[src/hw/rtl/brs_pkg.sv]
// shared types and constants for the balanced range splitter
package brs_pkg;

    localparam int MAXS_W    = 7;
    localparam int MINS_W    = 32;
    localparam int MIN_SPLIT = 2;

    typedef enum logic [0:0] {
        CFG_MAX_SEGMENTS     = 1'b0,
        CFG_MIN_SEGMENT_SIZE = 1'b1
    } brs_cfg_idx_t;

    typedef struct packed {
        logic not_split;
        logic use_max;
    } brs_class_t;

    typedef enum logic [2:0] {
        B_IDLE,
        B_ONE,
        B_START_N,
        B_WAIT_N,
        B_START_S,
        B_WAIT_S,
        B_EMIT
    } brs_state_t;

endpackage

[src/hw/rtl/balanced_range_splitter_unit.sv]
// balanced range splitter top level: configuration registers and stream ports
// the back end takes a new request only once it has loaded the last segment of the one before;
// split requests use one serial divider, shared by the segment-count and share divisions
// reset: synchronous, clears control state; max_segments to 0, min_segment_size to 1
module balanced_range_splitter_unit import brs_pkg::*; #(
    parameter int COUNT_WIDTH = 32,
    parameter int MAX_SPLITS  = 64,
    localparam int IW         = $clog2(MAX_SPLITS),
    localparam int IN_W       = ((2 * COUNT_WIDTH + 7) / 8) * 8,
    localparam int OUT_W      = ((2 * COUNT_WIDTH + IW + 7) / 8) * 8
) (
    input  logic              aclk,
    input  logic              aresetn,
    input  logic              s_tvalid,
    output logic              s_tready,
    input  logic [IN_W-1:0]   s_tdata,   // base_offset, population
    output logic              m_tvalid,
    input  logic              m_tready,
    output logic [OUT_W-1:0]  m_tdata,   // seg_offset, seg_size, seg_index
    output logic              m_tuser,   // not_split
    output logic              m_tlast,
    input  logic              cfg_we,
    input  brs_cfg_idx_t      cfg_index,
    input  logic [MINS_W-1:0] cfg_wdata
);

    localparam int NW = $clog2(MAX_SPLITS + 1);
    localparam int QW = 2 * COUNT_WIDTH + 2 + NW;

    logic [MAXS_W-1:0]      max_seg_reg;
    logic [MINS_W-1:0]      min_size_reg;
    logic                   q_in_valid;
    logic                   q_in_ready;
    logic [QW-1:0]          q_in_data;
    logic                   q_out_valid;
    logic                   q_out_ready;
    logic [QW-1:0]          q_out_data;
    logic [COUNT_WIDTH-1:0] seg_offset;
    logic [COUNT_WIDTH-1:0] seg_size;
    logic [IW-1:0]          seg_index;

    always_ff @(posedge aclk) begin
        if (!aresetn) begin
            max_seg_reg  <= '0;
            min_size_reg <= MINS_W'(1);
        end else if (cfg_we) begin
            unique case (cfg_index)
                CFG_MAX_SEGMENTS:     max_seg_reg  <= cfg_wdata[MAXS_W-1:0];
                CFG_MIN_SEGMENT_SIZE: min_size_reg <= cfg_wdata;
                default:              max_seg_reg  <= max_seg_reg;
            endcase
        end
    end

    brs_front #(
        .COUNT_WIDTH (COUNT_WIDTH),
        .MAX_SPLITS  (MAX_SPLITS),
        .NW          (NW),
        .QW          (QW)
    ) u_front (
        .aclk         (aclk),
        .aresetn      (aresetn),
        .in_valid     (s_tvalid),
        .in_ready     (s_tready),
        .in_offset    (s_tdata[COUNT_WIDTH-1:0]),
        .in_pop       (s_tdata[2*COUNT_WIDTH-1:COUNT_WIDTH]),
        .max_segments (max_seg_reg),
        .min_size     (min_size_reg),
        .q_valid      (q_in_valid),
        .q_ready      (q_in_ready),
        .q_data       (q_in_data)
    );

    brs_queue #(
        .W (QW)
    ) u_queue (
        .aclk      (aclk),
        .aresetn   (aresetn),
        .in_valid  (q_in_valid),
        .in_ready  (q_in_ready),
        .in_data   (q_in_data),
        .out_valid (q_out_valid),
        .out_ready (q_out_ready),
        .out_data  (q_out_data)
    );

    brs_back #(
        .COUNT_WIDTH (COUNT_WIDTH),
        .MAX_SPLITS  (MAX_SPLITS),
        .NW          (NW),
        .IW          (IW),
        .QW          (QW)
    ) u_back (
        .aclk        (aclk),
        .aresetn     (aresetn),
        .q_valid     (q_out_valid),
        .q_ready     (q_out_ready),
        .q_data      (q_out_data),
        .min_size    (min_size_reg),
        .m_valid     (m_tvalid),
        .m_ready     (m_tready),
        .m_offset    (seg_offset),
        .m_size      (seg_size),
        .m_index     (seg_index),
        .m_not_split (m_tuser),
        .m_last      (m_tlast)
    );

    assign m_tdata = OUT_W'({seg_index, seg_size, seg_offset});

endmodule

[src/hw/rtl/brs_front.sv]
// front end: takes requests and classifies them as split or unsplit
module brs_front import brs_pkg::*; #(
    parameter int COUNT_WIDTH = 32,
    parameter int MAX_SPLITS  = 64,
    parameter int NW          = $clog2(MAX_SPLITS + 1),
    parameter int QW          = 2 * COUNT_WIDTH + 2 + NW
) (
    input  logic                   aclk,
    input  logic                   aresetn,
    input  logic                   in_valid,
    output logic                   in_ready,
    input  logic [COUNT_WIDTH-1:0] in_offset,
    input  logic [COUNT_WIDTH-1:0] in_pop,
    input  logic [MAXS_W-1:0]      max_segments,
    input  logic [MINS_W-1:0]      min_size,
    output logic                   q_valid,
    input  logic                   q_ready,
    output logic [QW-1:0]          q_data
);

    localparam int PROD_W = MINS_W + NW;
    localparam int CMP_W  = ((COUNT_WIDTH > PROD_W) ? COUNT_WIDTH : PROD_W) + 2;

    logic                   s1_valid_reg;
    logic [COUNT_WIDTH-1:0] s1_off_reg;
    logic [COUNT_WIDTH-1:0] s1_pop_reg;
    logic [NW-1:0]          s1_maxs_reg;
    logic [PROD_W-1:0]      s1_prod_reg;
    logic [MINS_W:0]        s1_twomin_reg;
    logic [NW-1:0]          maxs_sat;
    logic                   accept;
    brs_class_t             cls;

    assign in_ready = !s1_valid_reg || q_ready;
    assign accept   = in_valid && in_ready;
    assign maxs_sat = (max_segments > MAXS_W'(MAX_SPLITS)) ? NW'(MAX_SPLITS)
                                                           : NW'(max_segments);

    always_ff @(posedge aclk) begin
        if (!aresetn) begin
            s1_valid_reg <= 1'b0;
        end else if (accept) begin
            s1_valid_reg <= 1'b1;
        end else if (q_ready) begin
            s1_valid_reg <= 1'b0;
        end
    end

    always_ff @(posedge aclk) begin
        if (accept) begin
            s1_off_reg    <= in_offset;
            s1_pop_reg    <= in_pop;
            s1_maxs_reg   <= maxs_sat;
            s1_prod_reg   <= PROD_W'(min_size) * PROD_W'(maxs_sat);
            s1_twomin_reg <= {min_size, 1'b0};
        end
    end

    always_comb begin
        cls.not_split = (s1_maxs_reg < NW'(MIN_SPLIT)) ||
                        (CMP_W'(s1_pop_reg) < CMP_W'(s1_twomin_reg));
        cls.use_max   = CMP_W'(s1_pop_reg) >= CMP_W'(s1_prod_reg);
    end

    assign q_valid = s1_valid_reg;
    assign q_data  = {s1_maxs_reg, cls, s1_pop_reg, s1_off_reg};

endmodule

[src/hw/rtl/brs_queue.sv]
// two-entry queue between front and back ends
module brs_queue #(
    parameter int W = 8
) (
    input  logic         aclk,
    input  logic         aresetn,
    input  logic         in_valid,
    output logic         in_ready,
    input  logic [W-1:0] in_data,
    output logic         out_valid,
    input  logic         out_ready,
    output logic [W-1:0] out_data
);

    logic [W-1:0] mem_reg [2];
    logic         wr_ptr_reg;
    logic         rd_ptr_reg;
    logic [1:0]   count_reg;
    logic         push;
    logic         pop;

    assign in_ready  = (count_reg != 2'd2);
    assign out_valid = (count_reg != 2'd0);
    assign push      = in_valid && in_ready;
    assign pop       = out_valid && out_ready;
    assign out_data  = mem_reg[rd_ptr_reg];

    always_ff @(posedge aclk) begin
        if (!aresetn) begin
            wr_ptr_reg <= 1'b0;
            rd_ptr_reg <= 1'b0;
            count_reg  <= 2'd0;
        end else begin
            if (push) begin
                wr_ptr_reg <= !wr_ptr_reg;
            end
            if (pop) begin
                rd_ptr_reg <= !rd_ptr_reg;
            end
            if (push && !pop) begin
                count_reg <= count_reg + 2'd1;
            end else if (pop && !push) begin
                count_reg <= count_reg - 2'd1;
            end
        end
    end

    always_ff @(posedge aclk) begin
        if (push) begin
            mem_reg[wr_ptr_reg] <= in_data;
        end
    end

endmodule

[src/hw/rtl/brs_div.sv]
// restoring divider, one quotient bit per cycle
module brs_div #(
    parameter int W = 32
) (
    input  logic         aclk,
    input  logic         aresetn,
    input  logic         start,
    input  logic [W-1:0] dividend,
    input  logic [W-1:0] divisor,
    output logic         done,
    output logic [W-1:0] quotient,
    output logic [W-1:0] remainder
);

    localparam int CNT_W = $clog2(W + 1);

    logic [W-1:0]     rem_reg;
    logic [W-1:0]     quo_reg;
    logic [W-1:0]     dvs_reg;
    logic [CNT_W-1:0] cnt_reg;
    logic             busy_reg;
    logic             done_reg;
    logic [W:0]       shifted;
    logic [W+1:0]     diff;
    logic [W-1:0]     rem_next;
    logic [W-1:0]     quo_next;

    always_comb begin
        shifted = {rem_reg, quo_reg[W-1]};
        diff    = {1'b0, shifted} - {2'b00, dvs_reg};
        if (diff[W+1]) begin
            rem_next = shifted[W-1:0];
            quo_next = {quo_reg[W-2:0], 1'b0};
        end else begin
            rem_next = diff[W-1:0];
            quo_next = {quo_reg[W-2:0], 1'b1};
        end
    end

    always_ff @(posedge aclk) begin
        if (!aresetn) begin
            busy_reg <= 1'b0;
            done_reg <= 1'b0;
            cnt_reg  <= '0;
        end else begin
            done_reg <= 1'b0;
            if (start) begin
                busy_reg <= 1'b1;
                cnt_reg  <= CNT_W'(W);
            end else if (busy_reg) begin
                cnt_reg <= cnt_reg - CNT_W'(1);
                if (cnt_reg == CNT_W'(1)) begin
                    busy_reg <= 1'b0;
                    done_reg <= 1'b1;
                end
            end
        end
    end

    always_ff @(posedge aclk) begin
        if (start) begin
            rem_reg <= '0;
            quo_reg <= dividend;
            dvs_reg <= divisor;
        end else if (busy_reg) begin
            rem_reg <= rem_next;
            quo_reg <= quo_next;
        end
    end

    assign done      = done_reg;
    assign quotient  = quo_reg;
    assign remainder = rem_reg;

endmodule

[src/hw/rtl/brs_back.sv]
// back end: works out segment count and share, then emits the segments, or one not_split result
module brs_back import brs_pkg::*; #(
    parameter int COUNT_WIDTH = 32,
    parameter int MAX_SPLITS  = 64,
    parameter int NW          = $clog2(MAX_SPLITS + 1),
    parameter int IW          = $clog2(MAX_SPLITS),
    parameter int QW          = 2 * COUNT_WIDTH + 2 + NW
) (
    input  logic                   aclk,
    input  logic                   aresetn,
    input  logic                   q_valid,
    output logic                   q_ready,
    input  logic [QW-1:0]          q_data,
    input  logic [MINS_W-1:0]      min_size,
    output logic                   m_valid,
    input  logic                   m_ready,
    output logic [COUNT_WIDTH-1:0] m_offset,
    output logic [COUNT_WIDTH-1:0] m_size,
    output logic [IW-1:0]          m_index,
    output logic                   m_not_split,
    output logic                   m_last
);

    brs_state_t             state_reg;
    brs_state_t             state_next;
    logic [COUNT_WIDTH-1:0] off_reg;
    logic [COUNT_WIDTH-1:0] pop_reg;
    logic [NW-1:0]          n_reg;
    logic [COUNT_WIDTH-1:0] share_reg;
    logic [IW-1:0]          left_reg;
    logic [IW-1:0]          idx_reg;
    logic                   m_valid_reg;
    logic [COUNT_WIDTH-1:0] m_offset_reg;
    logic [COUNT_WIDTH-1:0] m_size_reg;
    logic [IW-1:0]          m_index_reg;
    logic                   m_ns_reg;
    logic                   m_last_reg;

    logic [COUNT_WIDTH-1:0] q_off;
    logic [COUNT_WIDTH-1:0] q_pop;
    brs_class_t             q_cls;
    logic [NW-1:0]          q_maxs;
    logic                   slot_free;
    logic                   div_start;
    logic                   div_sel_n;
    logic                   div_done;
    logic [COUNT_WIDTH-1:0] div_quo;
    logic [COUNT_WIDTH-1:0] div_rem;
    logic [COUNT_WIDTH-1:0] div_dvs;
    logic                   out_load;
    logic                   out_ns;
    logic [COUNT_WIDTH-1:0] seg_size;
    logic                   seg_last;

    assign q_off     = q_data[COUNT_WIDTH-1:0];
    assign q_pop     = q_data[2*COUNT_WIDTH-1:COUNT_WIDTH];
    assign q_cls     = brs_class_t'(q_data[2*COUNT_WIDTH+1:2*COUNT_WIDTH]);
    assign q_maxs    = q_data[QW-1:2*COUNT_WIDTH+2];
    assign slot_free = !m_valid_reg || m_ready;
    assign div_dvs   = div_sel_n ? COUNT_WIDTH'(min_size) : COUNT_WIDTH'(n_reg);
    assign seg_size  = share_reg + COUNT_WIDTH'(idx_reg < left_reg);
    assign seg_last  = (NW'(idx_reg) + NW'(1)) == n_reg;

    brs_div #(
        .W (COUNT_WIDTH)
    ) u_div (
        .aclk      (aclk),
        .aresetn   (aresetn),
        .start     (div_start),
        .dividend  (pop_reg),
        .divisor   (div_dvs),
        .done      (div_done),
        .quotient  (div_quo),
        .remainder (div_rem)
    );

    always_comb begin
        state_next = state_reg;
        unique case (state_reg)
            B_IDLE: begin
                if (q_valid) begin
                    if (q_cls.not_split) begin
                        state_next = B_ONE;
                    end else if (q_cls.use_max) begin
                        state_next = B_START_S;
                    end else begin
                        state_next = B_START_N;
                    end
                end
            end
            B_ONE: begin
                if (slot_free) begin
                    state_next = B_IDLE;
                end
            end
            B_START_N: state_next = B_WAIT_N;
            B_WAIT_N: begin
                if (div_done) begin
                    state_next = B_START_S;
                end
            end
            B_START_S: state_next = B_WAIT_S;
            B_WAIT_S: begin
                if (div_done) begin
                    state_next = B_EMIT;
                end
            end
            B_EMIT: begin
                if (slot_free && seg_last) begin
                    state_next = B_IDLE;
                end
            end
            default: state_next = B_IDLE;
        endcase
    end

    always_comb begin
        q_ready   = 1'b0;
        div_start = 1'b0;
        div_sel_n = 1'b0;
        out_load  = 1'b0;
        out_ns    = 1'b0;
        unique case (state_reg)
            B_IDLE:    q_ready = 1'b1;
            B_ONE: begin
                out_load = slot_free;
                out_ns   = 1'b1;
            end
            B_START_N: begin
                div_start = 1'b1;
                div_sel_n = 1'b1;
            end
            B_WAIT_N:  div_sel_n = 1'b1;
            B_START_S: div_start = 1'b1;
            B_WAIT_S:  div_start = 1'b0;
            B_EMIT:    out_load = slot_free;
            default:   q_ready = 1'b0;
        endcase
    end

    always_ff @(posedge aclk) begin
        if (!aresetn) begin
            state_reg   <= B_IDLE;
            m_valid_reg <= 1'b0;
        end else begin
            state_reg <= state_next;
            if (out_load) begin
                m_valid_reg <= 1'b1;
            end else if (m_ready) begin
                m_valid_reg <= 1'b0;
            end
        end
    end

    always_ff @(posedge aclk) begin
        if (state_reg == B_IDLE && q_valid) begin
            off_reg <= q_off;
            pop_reg <= q_pop;
            n_reg   <= q_maxs;
        end
        if (state_reg == B_WAIT_N && div_done) begin
            n_reg <= div_quo[NW-1:0];
        end
        if (state_reg == B_WAIT_S && div_done) begin
            share_reg <= div_quo;
            left_reg  <= div_rem[IW-1:0];
            idx_reg   <= '0;
        end
        if (out_load) begin
            if (out_ns) begin
                m_offset_reg <= '0;
                m_size_reg   <= '0;
                m_index_reg  <= '0;
                m_ns_reg     <= 1'b1;
                m_last_reg   <= 1'b1;
            end else begin
                m_offset_reg <= off_reg;
                m_size_reg   <= seg_size;
                m_index_reg  <= idx_reg;
                m_ns_reg     <= 1'b0;
                m_last_reg   <= seg_last;
                off_reg      <= off_reg + seg_size;
                idx_reg      <= idx_reg + IW'(1);
            end
        end
    end

    assign m_valid     = m_valid_reg;
    assign m_offset    = m_offset_reg;
    assign m_size      = m_size_reg;
    assign m_index     = m_index_reg;
    assign m_not_split = m_ns_reg;
    assign m_last      = m_last_reg;

endmodule

[config.mk]
export PLATFORM = sky130hd
export DESIGN_NAME = balanced_range_splitter_unit
export DESIGN_NICKNAME = d
export VERILOG_FILES = /design/src/hw/rtl/brs_pkg.sv /design/src/hw/rtl/balanced_range_splitter_unit.sv /design/src/hw/rtl/brs_front.sv /design/src/hw/rtl/brs_queue.sv /design/src/hw/rtl/brs_div.sv /design/src/hw/rtl/brs_back.sv
export SDC_FILE = /design/constraint.sdc
export NUM_CORES = 1
export LEC_CHECK = 0
export ABC_AREA = 1
export BUFFER_PORTS_ARGS = -buffer_cell sky130_fd_sc_hd__buf_4
export CAP_MARGIN = 5
export CORE_MARGIN = 4
export CORE_UTILIZATION = 40
export DETAILED_ROUTE_END_ITERATION = 16
export SLEW_MARGIN = 15
export SYNTH_ARGS = -nofsm -noshare
export SYNTH_HDL_FRONTEND = slang
export SYNTH_SLANG_ARGS = --single-unit
[constraint.sdc]
create_clock -name aclk -period 5.9 [get_ports aclk]
set_input_delay 1.18 -clock aclk [delete_from_list [all_inputs] [get_ports aclk]]
set_output_delay 1.18 -clock aclk [all_outputs]
set_load 0.02 [all_outputs]
* Word-level counts from Yosys, hierarchy flattened *
Memories as Yosys holds them, arrays and structs flattened. A register that Yosys moved wholly into a read port is not among the register bits.
Index checks and enable logic that the tools add are counted.

operators by class
  $add $sub $neg = 8
  multiply operators = 1
  $lt $le $gt $ge = 5
  equality and inequality tests = 14
  multiplexer cells = 44
  bitwise gates (word level) = 3
  reduce and logical (&&, ||, !) cells = 33

operators with widths
  kind                                                         number
  2-to-1 mux 32 bit                                            6
  >= comparator 32 x 39 -> 1 bit                               1
  multiplier 32 x 7 -> 39 bit                                  1
  subtractor 33 x 32 -> 34 bit                                 1
  less-than comparator 32 x 33 -> 1 bit                        1
  adder 32 x 1 -> 32 bit                                       1
  adder 32 bit                                                 1
  2-to-1 mux 6 bit                                             5
  2-to-1 mux 7 bit                                             4
  2-to-1 mux 3 bit                                             7
  case mux 3 bit (7 select lines)                              1
  2-to-1 mux 1 bit                                             19
  nonzero test 2 bit                                           6
  equality test 3 bit (second input constant)                  3
  logical AND 1 bit                                            9
  OR reduction 2 bit                                           4
  adder 6 x 1 -> 7 bit (second input constant)                 1
  equality test 7 bit                                          1
  greater-than comparator 7 bit (second input constant)        1
  less-than comparator 7 x 2 -> 1 bit (second input constant)  1
  adder 6 x 1 -> 6 bit (second input constant)                 1
  equality test 3 x 2 -> 1 bit (second input constant)         2
  equality test 6 x 1 -> 1 bit (second input constant)         1
  logical NOT 1 bit                                            6
  14 further kinds                                             24

word-level totals
  register bits = 481
  memory bits (writable) = 146
  input bits = 102
  output and inout port bits = 76
  memories kept = 1

memories
  memory           depth  width  read ports  clocked after memory_dff  wr ports  RTL line         text
  u_queue.mem_reg  2      73     1           1                         1         brs_queue.sv:15  logic [W-1:0] mem_reg [2];

* Depth between registers and ports, before layout *
  depth after elaboration = 6
  mapped depth = 27
  gate-level depth less buffers = 27

* Hierarchy *
A second synthesis with hierarchy kept.

unflattened totals
  cell total of the unflattened synthesis = 4,184
  area total of the unflattened synthesis = 37,981.4 sq um

by module, submodules not included
  module                        instances  cells each  area each (sq um)
  brs_front                     1          1,453       13,178.9
  brs_back                      1          1,291       10,597.7
  brs_div                       1          987         6,842.8
  brs_queue                     1          264         5,860.6
  balanced_range_splitter_unit  1          189         1,501.4

* Worst setup path before layout *
Ideal clock, no wire load.

  path type = flip-flop to flip-flop
  from = register max_seg_reg[6]
  to = register u_front.s1_prod_reg[33] (data pin)
  library setup time = 252 ps
  data arrival time = 4,573 ps
  data required time = 5,648 ps
  setup slack = 1,075 ps
  cell stages (with the launch flop) = 21
  path buffers = 2
  period minus slack after synthesis = 4,825 ps
  cells stage by stage = dfxtp_1 > clkbuf_1 > inv_2 > nand2_1 > clkbuf_1 > nor2_1 > fa_1 > fa_1 > fa_1 > inv_1 > fa_1 > inv_1 > ha_1 > a21oi_1 > a21boi_0 > o21ai_0 > a21o_1 > nand2_1 > nand2_1 > nand2_1 > nand2_1

on the way
  longest elaborated chain between the ends = 3

ends and longest elaborated chain
  item                             RTL line                            text
  from (decl)                      balanced_range_splitter_unit.sv:30  logic [MAXS_W-1:0] max_seg_reg;
  from (signal assigned)           balanced_range_splitter_unit.sv:48  CFG_MAX_SEGMENTS: max_seg_reg <= cfg_wdata[MAXS_W-1:0];
  from (signal assigned)           balanced_range_splitter_unit.sv:50  default: max_seg_reg <= max_seg_reg;
  greater-than comparator 7 bit    brs_front.sv:36                     assign maxs_sat = (max_segments > MAXS_W'(MAX_SPLITS)) ? NW'(MAX_SPLITS)
  2-to-1 mux 7 bit (*)             brs_front.sv:36
  multiplier 32 x 7 -> 39 bit (*)  brs_front.sv:54                     s1_prod_reg <= PROD_W'(min_size) * PROD_W'(maxs_sat);
  to (signal assigned)             brs_front.sv:54
  to (decl)                        brs_front.sv:28                     logic [PROD_W-1:0] s1_prod_reg;

Mark *: on every way between the ends. The rest lies on a longest branch, timed or not.
A chain may end at the register's enable or synchronous reset.

* Worst setup path after layout *
  from = register max_seg_reg[6]
  to = register u_front.s1_prod_reg[38] (data pin)

The elaborated chain is that of the path after synthesis.

==> flow_metrics.env <==
export IMPL_synth_enable_flop_cells=501
export IMPL_path_clk_slew_ps=60
export IMPL_syn_cell_area_mm2=0.03673
export IMPL_dr_first_iter_drc_count=2597
export IMPL_chipHeight_um=311.0
export IMPL_reg2reg_depth=18
export IMPL_grt_max_degree=67
export IMPL_die_w_um=311.0
export IMPL_htree_levels=3
export IMPL_ys_warn_count=0
export IMPL_finalMaxSlewViolations=0
export IMPL_hold_slack_ps=432.1
export IMPL_yosysSeqAreaShare_pct=47.88
export IMPL_area_growth_pct=13.36
export IMPL_worst_path_max_fanout=17
export IMPL_synth_top_area_share_pct=40.96
export IMPL_synthMuxAreaShare_pct=0.05450
export IMPL_hold_depth=0
export IMPL_synth_compound_gate_area_share_pct=6.683
export IMPL_place_area_mm2=0.03941
export IMPL_hp_start="u_front.s1_off_reg[6]$_DFFE_PP_"
export IMPL_dr_pass1_iters=6
export IMPL_reg2reg_to="u_front.s1_prod_reg[38]$_DFFE_PP_"
export IMPL_peakVddDrop_mv=0.2568
export IMPL_setup_viol=0
export IMPL_grt_overflow=0
export IMPL_maxCapViolations=0
export IMPL_r2r_slack_ps=340
export IMPL_gp_congestion=0.9508
export IMPL_placementRows=110
export IMPL_end_kind="register"
export IMPL_synth_xor_area_share_pct=1.693
export IMPL_yosys_area_share_adder_pct=14.80
export IMPL_synth_top_family_by_area="simple AND/OR/NAND/NOR gates"
export IMPL_port_buffers=175
export IMPL_rsz0062_at_grt="false"
export IMPL_ys_flop_type="edfxtp_1"
export IMPL_criticalPathCategory="register to register"
export IMPL_power_total_mw=17.43
export IMPL_grt_pass1_wl_um=163800
export IMPL_dp_slack_ps=490.2
export IMPL_ios=178
export IMPL_synth_most_common_cell="nand2_1"
export IMPL_clkLatencyLatePin_ps=620
export IMPL_dieArea_mm2=0.09674
export IMPL_finalCriticalPeriod_ps=5555
export IMPL_grt_pass1_vias=26830
export IMPL_worst_hold_path_type="register to register"
export IMPL_cts_resized=0
export IMPL_cts_buffers=71
export IMPL_grt_use_total_pct=21.87
export IMPL_yosys_area_share_simple_pct=21.02
export IMPL_dr_total_vias=28330
export IMPL_fin_nets=4770
export IMPL_drc=0
export IMPL_period_share_pct=94.16
export IMPL_fp_coreArea_mm2=0.09056
export IMPL_diodes=0
export IMPL_antenna_found_initial=3
export IMPL_wirelength_um=106700
export IMPL_viasPerCell=5.101
export IMPL_max_slew_worst_pin_slew_ps=1097
export IMPL_initial_core_util_pct=40.56
export IMPL_synth_largest_area_cell="edfxtp_1"
export IMPL_syn_inst=4135
export IMPL_largest_reg_flops=146
export IMPL_cts_root_buf="clkbuf_16"
export IMPL_avgSynthCellArea_um2=8.883
export IMPL_start_kind="register"
export IMPL_hold_buffers=0
export IMPL_hpwl_um=82190
export IMPL_synth_common_cells="nand2_1, inv_1, edfxtp_1, nor2_1, ha_1"
export IMPL_wl_per_cell_um=19.21
export IMPL_cts_tree="done"
export IMPL_hold_path_end="u_queue.mem_reg[0][6]$_DFFE_PP_"
export IMPL_p_leak_nw=19.05
export IMPL_cts_sinks=628
export IMPL_ys_ff_latch=628
export IMPL_r2r_start="max_seg_reg[6]$_SDFFE_PN0P_"
export IMPL_post_route_cell_area_mm2=0.04164
export IMPL_clock_path_buffers=3
export IMPL_synth_top_cells_by_area="edfxtp_1, nand2_1, fa_1, dfxtp_1, inv_1"
export IMPL_outcome="finished, final reports clean"
export IMPL_drive_gt1_share_pct=8.200
export IMPL_ant_nets=0
export IMPL_ys_async_sr_fraction_pct=0
export IMPL_worstPathArrival_ps=5910
export IMPL_layout_setup_ws_ps=344.8
export IMPL_powerDensity_mw_per_mm2=418.7
export IMPL_report_final_hold_viol_count=0
export IMPL_setup_tns_final_ps=0
export IMPL_synth_cell_types=54
export IMPL_fmax_mhz=180.0
export IMPL_fill_cells=8762
export IMPL_cts_setup_buffers=0
export IMPL_skew_ps=23.01
export IMPL_relSlewSlack_pct=26.70
export IMPL_required_ps=6260
worst max path at each step:
stage                                 from                           endpoint  cells past startpoint
2_1_floorplan  max_seg_reg[6]$_SDFFE_PN0P_  u_front.s1_prod_reg[33]$_DFFE_PP_                     20
3_3_place_gp   max_seg_reg[6]$_SDFFE_PN0P_  u_front.s1_prod_reg[38]$_DFFE_PP_                     18
3_5_place_dp   max_seg_reg[6]$_SDFFE_PN0P_  u_front.s1_prod_reg[38]$_DFFE_PP_                     18
4_1_cts        max_seg_reg[6]$_SDFFE_PN0P_  u_front.s1_prod_reg[38]$_DFFE_PP_                     18
5_1_grt        max_seg_reg[6]$_SDFFE_PN0P_  u_front.s1_prod_reg[37]$_DFFE_PP_                     20
6_report       max_seg_reg[6]$_SDFFE_PN0P_  u_front.s1_prod_reg[38]$_DFFE_PP_                     18
area by class of cell:
cell class,instances,area [um^2],area share [%]
flip-flops and latches,628,17590,42.24
multi-input cells,2751,16300,39.14
inverters,666,2505,6.016
clock buffers,86,1854,4.453
repair buffers,206,1546,3.714
well taps,1176,1471,3.534
clock inverters,41,375.4,0.9015
cells by family after synthesis:
| kind of cell | count (synthesis) |
|---|---|
| adder cells (fa/ha/maj) | 344 |
| AND/OR/NAND/NOR | 1884 |
| other | 1 |
| XOR/XNOR | 71 |
| buffers and inverters | 757 |
| AO/OA/AOI/OAI | 448 |
| multiplexers | 2 |
| flip-flops | 628 |
cells in the final DEF, fill, tap and decap left out, drive strengths merged, types with 127 or more instances in the layout:
cell and instances:
dfxtp 127, nor2 461, a21oi 192, edfxtp 501, o21ai 165, buf 206, nand2 1097, inv 669
ha 193, fa 151, nand3 183
critical path, stage by stage (launching register included):
cell and delay, ps:
dfxtp_1 340, inv_2 70, nand2_1 370, buf_4 330, nor2_1 90, fa_1 500
fa_1 540, fa_1 590, inv_1 70, fa_1 570, inv_1 50, ha_1 390
nand2_1 120, nor2_1 150, inv_1 90, nor3_1 490, nand3b_1 260, nand3_1 180
xor2_1 70
report_power, final:
| group | total (mW) | switching (mW) | internal [mW] |
|---|---|---|---|
| Sequential | 6.77 | 0.632 | 6.14 |
| Clock | 4.30 | 1.86 | 2.44 |
| Combinational | 6.36 | 4.37 | 1.99 |
| Total | 17.4 | 6.86 | 10.6 |
stage by stage:
stage / cells / util, %
6_report: 5554 / 45.98
3_3_place_gp: 5427 / 43.52
4_1_cts: 5554 / 45.98
5_1_grt: 5554 / 45.98
3_5_place_dp: 5427 / 43.52
2_1_floorplan: 4136 / -
metal layers:
layer,share of wire (%),vias up,track usage [%]
li1,-,13790,-
met1,46,13490,32.11
met2,43,903,32.81
met3,7.4,142,4.176
met4,2.9,2,6.701
met5,0.010,-,0
Note: power is estimated with default switching activity, not from simulation.
